`config.mk`:
```
export PLATFORM = sky130hd
export DESIGN_NAME = sha256_byte_stream_hasher_flat
export DESIGN_NICKNAME = d
export VERILOG_FILES = /design/src/hdl/sha_pkg.sv /design/src/hdl/sha_if.sv /design/src/hdl/sha_core.sv /design/src/hdl/sha256_byte_stream_hasher.sv /design/src/flat_wrapper.sv
export SDC_FILE = /design/constraint.sdc
export NUM_CORES = 2
export LEC_CHECK = 0
export BUFFER_PORTS_ARGS = -buffer_cell sky130_fd_sc_hd__buf_2
export CORE_AREA = 2 2 357 359
export CTS_BUF_LIST = sky130_fd_sc_hd__clkbuf_8
export DETAILED_ROUTE_END_ITERATION = 7
export DIE_AREA = 0 0 359 361
export PLACE_DENSITY = 0.88
export SYNTH_ARGS = -nofsm -noshare
export SYNTH_HDL_FRONTEND = slang
export SYNTH_SLANG_ARGS = --single-unit
```
`constraint.sdc`:
```
create_clock -name clk_i -period 14.07 [get_ports clk_i]
set_input_delay 0.7035 -clock clk_i [delete_from_list [all_inputs] [get_ports clk_i]]
set_output_delay 0.7035 -clock clk_i [all_outputs]
set_load 0.03 [all_outputs]
```
`src/hdl/sha_pkg.sv`:
```
// shared types, constants and tables of the sha-256 byte stream hasher
`timescale 1ns / 1ps
package sha_pkg;

  localparam logic KindByte   = 1'b0;
  localparam logic KindFinish = 1'b1;

  localparam logic [7:0]  PadMark   = 8'h80;
  localparam logic [5:0]  LenOffset = 6'd56;
  localparam logic [5:0]  LastByte  = 6'd63;
  localparam logic [5:0]  LastRound = 6'd63;
  localparam logic [31:0] CountMax  = 32'hFFFF_FFFF;

  typedef logic [7:0][31:0] sha_words_t;

  typedef struct packed {
    logic       push;
    logic [7:0] data;
    logic       start;
    logic       step;
  } sha_ctl_t;

  function automatic logic [31:0] sha_iv(input logic [2:0] idx);
    logic [31:0] v;
    case (idx)
      3'd0:    v = 32'h6a09e667;
      3'd1:    v = 32'hbb67ae85;
      3'd2:    v = 32'h3c6ef372;
      3'd3:    v = 32'ha54ff53a;
      3'd4:    v = 32'h510e527f;
      3'd5:    v = 32'h9b05688c;
      3'd6:    v = 32'h1f83d9ab;
      default: v = 32'h5be0cd19;
    endcase
    return v;
  endfunction

  function automatic logic [31:0] sha_k(input logic [5:0] idx);
    logic [31:0] v;
    case (idx)
      6'd0:  v = 32'h428a2f98;  6'd1:  v = 32'h71374491;
      6'd2:  v = 32'hb5c0fbcf;  6'd3:  v = 32'he9b5dba5;
      6'd4:  v = 32'h3956c25b;  6'd5:  v = 32'h59f111f1;
      6'd6:  v = 32'h923f82a4;  6'd7:  v = 32'hab1c5ed5;
      6'd8:  v = 32'hd807aa98;  6'd9:  v = 32'h12835b01;
      6'd10: v = 32'h243185be;  6'd11: v = 32'h550c7dc3;
      6'd12: v = 32'h72be5d74;  6'd13: v = 32'h80deb1fe;
      6'd14: v = 32'h9bdc06a7;  6'd15: v = 32'hc19bf174;
      6'd16: v = 32'he49b69c1;  6'd17: v = 32'hefbe4786;
      6'd18: v = 32'h0fc19dc6;  6'd19: v = 32'h240ca1cc;
      6'd20: v = 32'h2de92c6f;  6'd21: v = 32'h4a7484aa;
      6'd22: v = 32'h5cb0a9dc;  6'd23: v = 32'h76f988da;
      6'd24: v = 32'h983e5152;  6'd25: v = 32'ha831c66d;
      6'd26: v = 32'hb00327c8;  6'd27: v = 32'hbf597fc7;
      6'd28: v = 32'hc6e00bf3;  6'd29: v = 32'hd5a79147;
      6'd30: v = 32'h06ca6351;  6'd31: v = 32'h14292967;
      6'd32: v = 32'h27b70a85;  6'd33: v = 32'h2e1b2138;
      6'd34: v = 32'h4d2c6dfc;  6'd35: v = 32'h53380d13;
      6'd36: v = 32'h650a7354;  6'd37: v = 32'h766a0abb;
      6'd38: v = 32'h81c2c92e;  6'd39: v = 32'h92722c85;
      6'd40: v = 32'ha2bfe8a1;  6'd41: v = 32'ha81a664b;
      6'd42: v = 32'hc24b8b70;  6'd43: v = 32'hc76c51a3;
      6'd44: v = 32'hd192e819;  6'd45: v = 32'hd6990624;
      6'd46: v = 32'hf40e3585;  6'd47: v = 32'h106aa070;
      6'd48: v = 32'h19a4c116;  6'd49: v = 32'h1e376c08;
      6'd50: v = 32'h2748774c;  6'd51: v = 32'h34b0bcb5;
      6'd52: v = 32'h391c0cb3;  6'd53: v = 32'h4ed8aa4a;
      6'd54: v = 32'h5b9cca4f;  6'd55: v = 32'h682e6ff3;
      6'd56: v = 32'h748f82ee;  6'd57: v = 32'h78a5636f;
      6'd58: v = 32'h84c87814;  6'd59: v = 32'h8cc70208;
      6'd60: v = 32'h90befffa;  6'd61: v = 32'ha4506ceb;
      6'd62: v = 32'hbef9a3f7;
      default: v = 32'hc67178f2;
    endcase
    return v;
  endfunction

endpackage

```
`src/hdl/sha_if.sv`:
```
// valid/ready channel interfaces for message bytes and digest words
`timescale 1ns / 1ps
interface sha_in_if;
  logic       valid;
  logic       ready;
  logic       kind;
  logic [7:0] data_byte;

  modport source (output valid, output kind, output data_byte, input ready);
  modport sink (input valid, input kind, input data_byte, output ready);
endinterface

interface sha_out_if;
  logic        valid;
  logic        ready;
  logic [31:0] digest_word;
  logic [2:0]  word_index;
  logic        last_word;
  logic        length_overflow;

  modport source (output valid, output digest_word, output word_index, output last_word,
                  output length_overflow, input ready);
  modport sink (input valid, input digest_word, input word_index, input last_word,
                input length_overflow, output ready);
endinterface

```
`src/hdl/sha_core.sv`:
```
// sha-256 round unit: byte-loaded schedule window, working variables, round counter
`timescale 1ns / 1ps
module sha_core (
  input  logic               clk_i,
  input  logic               rst_ni,
  input  sha_pkg::sha_ctl_t  ctl_i,
  input  sha_pkg::sha_words_t chain_i,
  output sha_pkg::sha_words_t work_o,
  output logic               last_round_o
);

  logic [5:0]          rnd_q;
  sha_pkg::sha_words_t work_q;
  logic [15:0][31:0]   win_q;

  logic [31:0] w_sched;
  logic [31:0] w_cur;
  logic [31:0] t1;
  logic [31:0] t2;

  function automatic logic [31:0] rotr(input logic [31:0] x, input int unsigned n);
    return (x >> n) | (x << (32 - n));
  endfunction

  always_comb begin
    w_sched = (rotr(win_q[14], 17) ^ rotr(win_q[14], 19) ^ (win_q[14] >> 10)) + win_q[9]
            + (rotr(win_q[1], 7) ^ rotr(win_q[1], 18) ^ (win_q[1] >> 3)) + win_q[0];
    w_cur   = (rnd_q[5:4] == 2'b00) ? win_q[0] : w_sched;
    t1 = work_q[7] + (rotr(work_q[4], 6) ^ rotr(work_q[4], 11) ^ rotr(work_q[4], 25))
       + ((work_q[4] & work_q[5]) ^ (~work_q[4] & work_q[6]))
       + sha_pkg::sha_k(rnd_q) + w_cur;
    t2 = (rotr(work_q[0], 2) ^ rotr(work_q[0], 13) ^ rotr(work_q[0], 22))
       + ((work_q[0] & work_q[1]) ^ (work_q[0] & work_q[2]) ^ (work_q[1] & work_q[2]));
  end

  always_ff @(posedge clk_i or negedge rst_ni) begin
    if (!rst_ni) begin
      rnd_q <= '0;
    end else if (ctl_i.start) begin
      rnd_q <= '0;
    end else if (ctl_i.step) begin
      rnd_q <= rnd_q + 6'd1;
    end
  end

  always_ff @(posedge clk_i) begin
    if (ctl_i.start) begin
      work_q <= chain_i;
    end else if (ctl_i.step) begin
      work_q[7] <= work_q[6];
      work_q[6] <= work_q[5];
      work_q[5] <= work_q[4];
      work_q[4] <= work_q[3] + t1;
      work_q[3] <= work_q[2];
      work_q[2] <= work_q[1];
      work_q[1] <= work_q[0];
      work_q[0] <= t1 + t2;
    end
  end

  // bytes enter big-endian at the tail; rounds shift whole words
  always_ff @(posedge clk_i) begin
    if (ctl_i.push) begin
      for (int i = 0; i < 15; i++) begin
        win_q[i] <= {win_q[i][23:0], win_q[i+1][31:24]};
      end
      win_q[15] <= {win_q[15][23:0], ctl_i.data};
    end else if (ctl_i.step) begin
      for (int i = 0; i < 15; i++) begin
        win_q[i] <= win_q[i+1];
      end
      win_q[15] <= w_cur;
    end
  end

  assign work_o       = work_q;
  assign last_round_o = (rnd_q == sha_pkg::LastRound);

  assert property (@(posedge clk_i) disable iff (!rst_ni)
    ctl_i.start |=> rnd_q == 6'd0)
    else $error("round counter not cleared at block start");

  assert property (@(posedge clk_i) disable iff (!rst_ni)
    ctl_i.step && !ctl_i.start |=> rnd_q == $past(rnd_q) + 6'd1)
    else $error("round counter did not advance");

  assert property (@(posedge clk_i) disable iff (!rst_ni)
    !(ctl_i.push && ctl_i.step))
    else $error("byte load during a round");

endmodule

```
`src/hdl/sha256_byte_stream_hasher.sv`:
```
// top level: byte intake, padding sequencer, chaining value and digest output
//
// One message byte is taken per cycle while idle. The byte that completes a
// 64-byte block starts a compression (64 rounds, one per cycle in a single
// round unit, then a fold step that adds into the chaining value) during
// which no input is taken. A finish item feeds the padding bytes one per
// cycle up to the end of the block (one or two blocks, up to 72 bytes of
// padding), runs the compression for each, and then presents the eight
// digest words one per cycle as the sink takes them, word 0 first. The next
// message is accepted after the eighth word transfer.
`timescale 1ns / 1ps
module sha256_byte_stream_hasher (
  input  logic       clk_i,
  input  logic       rst_ni,
  sha_in_if.sink     in_i,
  sha_out_if.source  out_o
);

  localparam logic [2:0] StIdle  = 3'd0;
  localparam logic [2:0] StPad   = 3'd1;
  localparam logic [2:0] StRound = 3'd2;
  localparam logic [2:0] StFold  = 3'd3;
  localparam logic [2:0] StOut   = 3'd4;

  logic [2:0]          state_q, state_d;
  logic [5:0]          fill_q, fill_d;
  logic [31:0]         count_q, count_d;
  logic                ovf_q, ovf_d;
  logic                fin_q, fin_d;
  logic                mark_q, mark_d;
  logic                xtra_q, xtra_d;
  logic                last_q, last_d;
  logic [2:0]          widx_q, widx_d;
  sha_pkg::sha_words_t chain_q, chain_d;

  sha_pkg::sha_ctl_t   ctl;
  sha_pkg::sha_words_t work;
  logic                last_round;

  logic        in_xfer;
  logic        out_xfer;
  logic [63:0] len_bits;
  logic        len_phase;
  logic [7:0]  pad_val;
  logic        take_byte;
  logic        wrap;

  assign in_i.ready = (state_q == StIdle);
  assign in_xfer    = in_i.valid && in_i.ready;
  assign out_xfer   = out_o.valid && out_o.ready;

  assign len_bits  = {29'd0, count_q, 3'd0};
  assign len_phase = !mark_q && !xtra_q && (fill_q >= sha_pkg::LenOffset);

  always_comb begin
    if (mark_q) begin
      pad_val = sha_pkg::PadMark;
    end else if (len_phase) begin
      pad_val = len_bits[{~fill_q[2:0], 3'b000} +: 8];
    end else begin
      pad_val = 8'h00;
    end
  end

  assign take_byte = in_xfer && (in_i.kind == sha_pkg::KindByte)
                     && (count_q != sha_pkg::CountMax);

  always_comb begin
    ctl.push  = take_byte || (state_q == StPad);
    ctl.data  = (state_q == StPad) ? pad_val : in_i.data_byte;
    wrap      = ctl.push && (fill_q == sha_pkg::LastByte);
    ctl.start = wrap;
    ctl.step  = (state_q == StRound);
  end

  sha_core u_core (
    .clk_i        (clk_i),
    .rst_ni       (rst_ni),
    .ctl_i        (ctl),
    .chain_i      (chain_q),
    .work_o       (work),
    .last_round_o (last_round)
  );

  always_comb begin
    state_d = state_q;
    fill_d  = ctl.push ? fill_q + 6'd1 : fill_q;
    count_d = count_q;
    ovf_d   = ovf_q;
    fin_d   = fin_q;
    mark_d  = mark_q;
    xtra_d  = xtra_q;
    last_d  = last_q;
    widx_d  = widx_q;
    chain_d = chain_q;
    case (state_q)
      StIdle: begin
        if (in_xfer) begin
          if (in_i.kind == sha_pkg::KindFinish) begin
            state_d = StPad;
            fin_d   = 1'b1;
            mark_d  = 1'b1;
          end else if (count_q == sha_pkg::CountMax) begin
            ovf_d = 1'b1;
          end else begin
            count_d = count_q + 32'd1;
            if (wrap) begin
              state_d = StRound;
            end
          end
        end
      end
      StPad: begin
        mark_d = 1'b0;
        // marker too late for the length field: pad out an extra block
        if (mark_q && (fill_q >= sha_pkg::LenOffset)) begin
          xtra_d = 1'b1;
        end
        if (wrap) begin
          xtra_d  = 1'b0;
          last_d  = len_phase;
          state_d = StRound;
        end
      end
      StRound: begin
        if (last_round) begin
          state_d = StFold;
        end
      end
      StFold: begin
        for (int i = 0; i < 8; i++) begin
          chain_d[i] = chain_q[i] + work[i];
        end
        if (last_q) begin
          state_d = StOut;
          widx_d  = 3'd0;
        end else if (fin_q) begin
          state_d = StPad;
        end else begin
          state_d = StIdle;
        end
      end
      StOut: begin
        if (out_xfer) begin
          widx_d = widx_q + 3'd1;
          if (widx_q == 3'd7) begin
            state_d = StIdle;
            count_d = '0;
            ovf_d   = 1'b0;
            fin_d   = 1'b0;
            last_d  = 1'b0;
            for (int i = 0; i < 8; i++) begin
              chain_d[i] = sha_pkg::sha_iv(3'(i));
            end
          end
        end
      end
      default: begin
        state_d = StIdle;
      end
    endcase
  end

  always_ff @(posedge clk_i or negedge rst_ni) begin
    if (!rst_ni) begin
      state_q <= StIdle;
      fill_q  <= '0;
      count_q <= '0;
      ovf_q   <= 1'b0;
      fin_q   <= 1'b0;
      mark_q  <= 1'b0;
      xtra_q  <= 1'b0;
      last_q  <= 1'b0;
      widx_q  <= '0;
      for (int i = 0; i < 8; i++) begin
        chain_q[i] <= sha_pkg::sha_iv(3'(i));
      end
    end else begin
      state_q <= state_d;
      fill_q  <= fill_d;
      count_q <= count_d;
      ovf_q   <= ovf_d;
      fin_q   <= fin_d;
      mark_q  <= mark_d;
      xtra_q  <= xtra_d;
      last_q  <= last_d;
      widx_q  <= widx_d;
      chain_q <= chain_d;
    end
  end

  assign out_o.valid           = (state_q == StOut);
  assign out_o.digest_word     = chain_q[widx_q];
  assign out_o.word_index      = widx_q;
  assign out_o.last_word       = (widx_q == 3'd7);
  assign out_o.length_overflow = ovf_q;

  assert property (@(posedge clk_i) disable iff (!rst_ni)
    !(in_i.ready && out_o.valid))
    else $error("input taken while digest pending");

  assert property (@(posedge clk_i) disable iff (!rst_ni)
    state_q == StOut |-> fill_q == 6'd0 && fin_q && !mark_q && !xtra_q)
    else $error("padding state left over at digest output");

  assert property (@(posedge clk_i) disable iff (!rst_ni)
    state_q == StFold |-> $past(state_q) == StRound)
    else $error("chain update without a finished compression");

  assert property (@(posedge clk_i) disable iff (!rst_ni)
    out_xfer && out_o.last_word |=> chain_q[0] == sha_pkg::sha_iv(3'd0) && count_q == 32'd0)
    else $error("hash state not restarted after digest");

endmodule

```
`src/flat_wrapper.sv`:
```
// flat-port wrapper written by rule: the top's interface ports become plain ports
module sha256_byte_stream_hasher_flat 
  (clk_i, rst_ni, in_i_valid, in_i_kind, in_i_data_byte, in_i_ready, out_o_valid, out_o_digest_word, out_o_word_index, out_o_last_word, out_o_length_overflow, out_o_ready);
  sha_in_if in_i_i ();
  sha_out_if out_o_i ();
  input  logic clk_i;
  input  logic rst_ni;
  input wire logic [$bits(in_i_i.valid)-1:0] in_i_valid;
  input wire logic [$bits(in_i_i.kind)-1:0] in_i_kind;
  input wire logic [$bits(in_i_i.data_byte)-1:0] in_i_data_byte;
  output wire logic [$bits(in_i_i.ready)-1:0] in_i_ready;
  output wire logic [$bits(out_o_i.valid)-1:0] out_o_valid;
  output wire logic [$bits(out_o_i.digest_word)-1:0] out_o_digest_word;
  output wire logic [$bits(out_o_i.word_index)-1:0] out_o_word_index;
  output wire logic [$bits(out_o_i.last_word)-1:0] out_o_last_word;
  output wire logic [$bits(out_o_i.length_overflow)-1:0] out_o_length_overflow;
  input wire logic [$bits(out_o_i.ready)-1:0] out_o_ready;
  assign in_i_i.valid = in_i_valid;
  assign in_i_i.kind = in_i_kind;
  assign in_i_i.data_byte = in_i_data_byte;
  assign in_i_ready = in_i_i.ready;
  assign out_o_valid = out_o_i.valid;
  assign out_o_digest_word = out_o_i.digest_word;
  assign out_o_word_index = out_o_i.word_index;
  assign out_o_last_word = out_o_i.last_word;
  assign out_o_length_overflow = out_o_i.length_overflow;
  assign out_o_i.ready = out_o_ready;
  sha256_byte_stream_hasher u_core (.clk_i(clk_i), .rst_ni(rst_ni), .in_i(in_i_i), .out_o(out_o_i));
endmodule
```
== Word level (Yosys, flattened, before mapping) ==
Memories as Yosys holds them, arrays and structs flattened.
Index checks and enable logic that the tools add are counted.
Storage, ports and cells
  register bits after elaboration: 1079
  output and inout port bits: 39
  memories kept: 1
  memory bits (read-only): 2048
Memories
  (no name shown): depth 64, bits a word 32, read ports 1, clocked after memory_dff 0, write ports 0, line sha_pkg.sv:40  | case (idx)
Cells by class
  equality and inequality tests: 20
  bitwise operators: 29
  order comparisons: 2
  multiplexer cells: 48
  reduce and logical (&&, ||, !) cells: 29
  shifts and indexed selects: 1
  add/subtract/negate cells: 22
Operators by type and width (number)
  2-to-1 mux 256 bit: 4
  2-to-1 mux 512 bit: 2
  adder 32 bit: 18
  case mux 256 bit (2 select lines): 1
  bitwise XOR 32 bit: 9
  2-to-1 mux 32 bit: 7
  bitwise AND 32 bit: 5
  binary-select mux 32 bit (select 3 bit): 1
  case mux 32 bit (2 select lines): 1
  variable part select 64 x 7 -> 8 bit: 1
  adder 32 x 1 -> 32 bit (second input constant): 1
  == test 32 bit (second input constant): 1
  != test 32 bit (second input constant): 1
  inverter 32 bit: 1
  bitwise OR 10 x 32 -> 32 bit: 1
  bitwise OR 13 x 32 -> 32 bit: 1
  bitwise OR 14 x 32 -> 32 bit: 1
  bitwise OR 15 x 32 -> 32 bit: 1
  bitwise OR 19 x 32 -> 32 bit: 1
  bitwise OR 21 x 32 -> 32 bit: 1
  bitwise OR 25 x 32 -> 32 bit: 1
  bitwise OR 26 x 32 -> 32 bit: 1
  bitwise OR 30 x 32 -> 32 bit: 1
  bitwise OR 7 x 32 -> 32 bit: 1
  33 further kinds: 88

== Logic depth before layout (Yosys ltp) ==
  word-level depth: 11
  depth in mapped cells: 49
  gate-level depth less buffers: 48

== Hierarchy ==
Synthesis repeated with hierarchy kept, for this count alone.
Unflattened totals
  cells, all modules: 6758
  area, all modules: 74554.0 um2
Modules (own cells, without submodules)
  sha_core: sequential area each 23212.3 um2, cells each 3893, instances 1, area each 48861.9 um2
  sha256_byte_stream_hasher: sequential area each 7802.5 um2, cells each 2865, instances 1, area each 25692.1 um2

== Worst setup path after synthesis ==
OpenSTA, ideal clock, no wires.
  path type: register -> register
  start: reg u_core.count_q[6]
  end: reg u_core.u_core.win_q[0] in the netlist's numbering, enable pin
  stages on the path, launching flop included: 9
  arrival time: 10.333 ns
  path slack: 0.044 ns
  data required time: 10.377 ns
  period minus slack after synthesis: 14.026 ns
  cells stage by stage: dfrtp_1 and4_1 and3_1 and3_1 nand4_1 a31oi_1 clkbuf_1 clkbuf_1 nand2_1
On the way
  cells in the longest elaborated chain, start to end: 4
RTL lines
  from (decl): line sha256_byte_stream_hasher.sv:27  | logic [31:0] count_q, count_d;
  from (signal assigned): line sha256_byte_stream_hasher.sv:181  | count_q <= count_d;
  != test 32 bit: line sha256_byte_stream_hasher.sv:66  | && (count_q != sha_pkg::CountMax);
  logical AND 1 bit: line sha256_byte_stream_hasher.sv:66
  logical OR 1 bit: line sha256_byte_stream_hasher.sv:69  | ctl.push = take_byte || (state_q == StPad);
  nonzero test 2 bit (no source line)
  to (signal, indexed assignment): line sha_core.sv:65  | win_q[i] <= {win_q[i][23:0], win_q[i+1][31:24]};
  to (signal, indexed assignment): line sha_core.sv:70  | win_q[i] <= win_q[i+1];
  to (decl): line sha_core.sv:14  | logic [15:0][31:0] win_q;
Every way passes these cells.
A chain may end at the register's enable or synchronous reset.

== Final worst setup path ==
  start: reg u_core.u_core.win_q[468] in the netlist's numbering
  end: reg u_core.u_core.work_q, in the netlist u_core.u_core.work_o[29], data pin
On the way
  cells in the longest elaborated chain, start to end: 11
RTL lines
  bitwise OR 13 x 32 -> 32 bit or bitwise OR 15 x 32 -> 32 bit (tied branches): line sha_core.sv:22  | return (x >> n) | (x << (32 - n));
  bitwise XOR 32 bit: line sha_core.sv:26  | w_sched = (rotr(win_q[14], 17) ^ rotr(win_q[14], 19) ^ (win_q[14] >> 10)) + win_q[9]
  bitwise XOR 32 x 22 -> 32 bit *: line sha_core.sv:26
  adder 32 bit *: line sha_core.sv:26
  adder 32 bit * (2 in a row): line sha_core.sv:27  | + (rotr(win_q[1], 7) ^ rotr(win_q[1], 18) ^ (win_q[1] >> 3)) + win_q[0];
  2-to-1 mux 32 bit *: line sha_core.sv:28  | w_cur = (rnd_q[5:4] == 2'b00) ? win_q[0] : w_sched;
  adder 32 bit *: line sha_core.sv:31  | + sha_pkg::sha_k(rnd_q) + w_cur;
  adder 32 bit *: line sha_core.sv:57  | work_q[0] <= t1 + t2;
  2-to-1 mux 256 bit *: line sha_core.sv:49  | end else if (ctl_i.step) begin
  2-to-1 mux 256 bit *: line sha_core.sv:47  | if (ctl_i.start) begin
  to (signal assigned): line sha_core.sv:48  | work_q <= chain_i;
  to (decl): line sha_core.sv:13  | sha_pkg::sha_words_t work_q;
Every way passes the cells marked *; elsewhere a longest branch is shown, timed or not. The select of a mux whose other input is x is not followed.

==> run metrics <==
Hold WC Path Type=in2reg; R2R setup slack=~2.9 ns; Die H=about 360 µm; CP Launch Type=flop; relative slew slack=0.2140; # rows=between 100 and 150; WP data required=approximately 15 ns; final slew viol count=0; Fin Setup TNS=0 ns; Worst Setup Path Type=reg2reg; final-report hold violation count=0; clk slew on worst S/H paths=~0.060 ns; # DRC=0; average wire per standard cell=~23 µm; CTS Sinks=about 1,100; worst hold path depth=3; die width=between 300 and 400 µm; synthesized area=roughly 75,000 µm²; measured slew at the worst slew-check pin=1.167 ns; Post-synth EDFFs=between 700 and 800; Yosys warning count=0; Starting Density=0.5970; most common cell after layout, fill and taps aside=nand2_1; RD Place Congestion=1.012; fmax=a little under 90 MHz; global router's overall resource usage=0.3463; clk_lat worst skew=roughly 0.97 ns; CTS tree=done; fin area=between 70,000 and 80,000 µm²; Worst Path Max Fanout=6; layout cells sized above 1=0.08762; Detailed Routing Iterations Pass 1=6; Via Count=60,983; CP endpoint kind=flop; IO Count=52; wirelength, routed=between 200,000 and 250,000 µm; placed inst area=~76,000 µm²; Critical Path Max Stage Delay=just under 0.7 ns; Unique masters post-synth=a little under 100; core box area=about 130,000 µm²; HPWL after detailed placement=162,200 µm; slowest CP cell=o21ai_0; R2R Path End=u_core.u_core.work_o[29]; die area=about 130,000 µm²; H-tree Lvls=4; largest net degree at the start of global routing=215; Max-cap violations=0; outcome=finished, final reports clean; total CTS buffers=187; Post-Synthesis Cells=roughly 8,000; Data arrival, critical path=between 10 and 15 ns; Synth Net Count=approximately 9,000; initial antenna violation count=10; number of global-route vias before repair=between 50,000 and 60,000; DRT iter0 DRCs=6,932; Final min period=approximately 11 ns; Final WS setup=2.866 ns; final setup fails=0; Clock Path Buffers=3; root buffer cell=clkbuf_8; vias per inst=slightly above 6; syn avg cell area=approximately 9 µm²; crit share post-route=0.7963; Post-Route Skew=between 0.04 and 0.05 ns; Reg-to-Reg Start=u_core.u_core.win_q[468]; antenna viol nets, final=0; total grt overflow=0; Fill cells=9,921; first-pass GRT wire length=between 300,000 and 400,000 µm; Worst Hold End=u_core.state_q[2]; synthesis-stage register bit count=about 1,100; Worst Reg-to-Reg Cells=44; layout net count=roughly 8,700; ys async rst share=0.2882; most frequent cells in the layout=nand2_1 (2,280), edfxtp_1 (768), inv_1 (521); RSZ-0062 raised after global routing=false; Worst path most repeated cell=inv_1; Place WS=2.959 ns; sequential area share after synthesis=0.4142; WHS=0.05381 ns; ys flop type=edfxtp_1; hold path start=out_o_ready; port bufs=51; Area Overhead vs Synth=6.847%
-- synth_stat cells, types with 17 or more instances --
library cell     n  share of area
mux2_2          63         0.0095
o31ai_1         32         0.0032
fa_1           196          0.052
a21o_1         213          0.021
clkbuf_1       410          0.021
dfrtp_1        175          0.058
a211oi_1        53         0.0053
nor2b_1         38         0.0032
inv_1          456          0.023
nand3_1        129         0.0086
a31oi_1         46         0.0038
mux2i_1         27         0.0036
nand2b_1        59         0.0049
and2_1          17         0.0014
nor2_1         402          0.020
xnor2_1        363          0.042
o21ai_0        493          0.033
edfxtp_1       768           0.31
ha_1           405          0.068
xor2_1         247          0.029
nand4_1         37         0.0031
a21oi_1        506          0.034
o21ai_1         20         0.0013
o21a_1          51         0.0051
nand2_1       2284           0.11
and3_1          38         0.0032
o21bai_1        41         0.0041
buf_1           47         0.0024
mux4_2          79          0.024
dfstp_2        136          0.048
nor3_1         116         0.0078
or3_1           19         0.0016
-- worst max-delay path, delay by kind of cell (launching register included) --
family	cells	cell delay, ns
compound gates	12	2.79
xor+xnor	5	1.23
fa+ha+maj	10	4.21
buf+inv	8	0.51
flops	1	0.49
simple gates	9	1.69
-- sequential cells by signal (all words and copies together), names as in the netlist --
register,flops
u_core.state_q,3
u_core.fin_q,1
u_core.chain_q,256
u_core.fill_q,6
u_core.out_o.length_overflow,1
u_core.u_core.work_o,256
u_core.count_q,32
u_core.xtra_q,1
u_core.u_core.rnd_q,6
u_core.last_q,1
u_core.mark_q,1
u_core.u_core.win_q,512
u_core.out_o.word_index,3
-- what timing repair did --
item / in CTS / in global routing
endpoints found under the hold margin: 40 / 0
gates resized for setup: 0 / 0
hold buffers: 2 / 0
buffers inserted: 0 / 0
-- worst max-delay path by stage --
stage                                        start                       end  slack, ns  cells after the start
final                     u_core.u_core.win_q[468]  u_core.u_core.work_o[29]       2.87                     44
after global routing      u_core.u_core.win_q[468]  u_core.u_core.work_o[31]       2.35                     44
after CTS                 u_core.u_core.win_q[468]  u_core.u_core.work_o[31]       2.90                     44
after detailed placement  u_core.u_core.win_q[468]  u_core.u_core.work_o[31]       2.96                     44
after global placement    u_core.u_core.win_q[468]  u_core.u_core.work_o[29]       3.03                     44
after floorplan                  u_core.count_q[6]    u_core.u_core.win_q[0]       0.04                      8
-- stage by stage --
| stage | std cells | util |
|---|---|---|
| after detailed placement | 9538 | 0.6068 |
| after global routing | 9892 | 0.6379 |
| after CTS | 9890 | 0.6378 |
| after floorplan | 8238 | - |
| after global placement | 9538 | 0.6068 |
| final | 9893 | 0.6379 |
-- final cells by class --
| type | count | area, µm² | area share |
|---|---|---|---|
| multi-input combinational | 6242 | 40500 | 0.5062 |
| timing repair buffer | 111 | 808.3 | 0.01010 |
| tap | 1650 | 2064 | 0.02581 |
| clock buffer | 205 | 2821 | 0.03527 |
| inverter | 458 | 1719 | 0.02149 |
| antenna | 3 | 7.507 | 0.00009384 |
| sequential | 1079 | 31030 | 0.3879 |
| clock inverter | 145 | 1052 | 0.01315 |
-- cells by family after synthesis --
group,count (synthesis),synth area share
and+or+nand+nor,3203,0.1751
AOI/OAI and AO/OA,1651,0.1348
DFF,1079,0.4142
buffers and inverters,917,0.04601
xor gates and xnor gates,613,0.07228
adders and majority gates,606,0.1208
muxes,169,0.03685
-- routing by layer --
metal / up-vias / share of wire / global-route usage / wire (µm)
li1: 27845 / - / - / -
met1: 29250 / 0.38 / 0.4319 / 85570
met2: 3162 / 0.47 / 0.5588 / 105700
met3: 712 / 0.089 / 0.06560 / 20210
met4: 14 / 0.069 / 0.2165 / 15630
met5: - / 0.00037 / 0 / 83
Power is left out: the tool's default activity adds up to more than one toggle a clock period on the data nets, which glitch-free logic cannot reach.
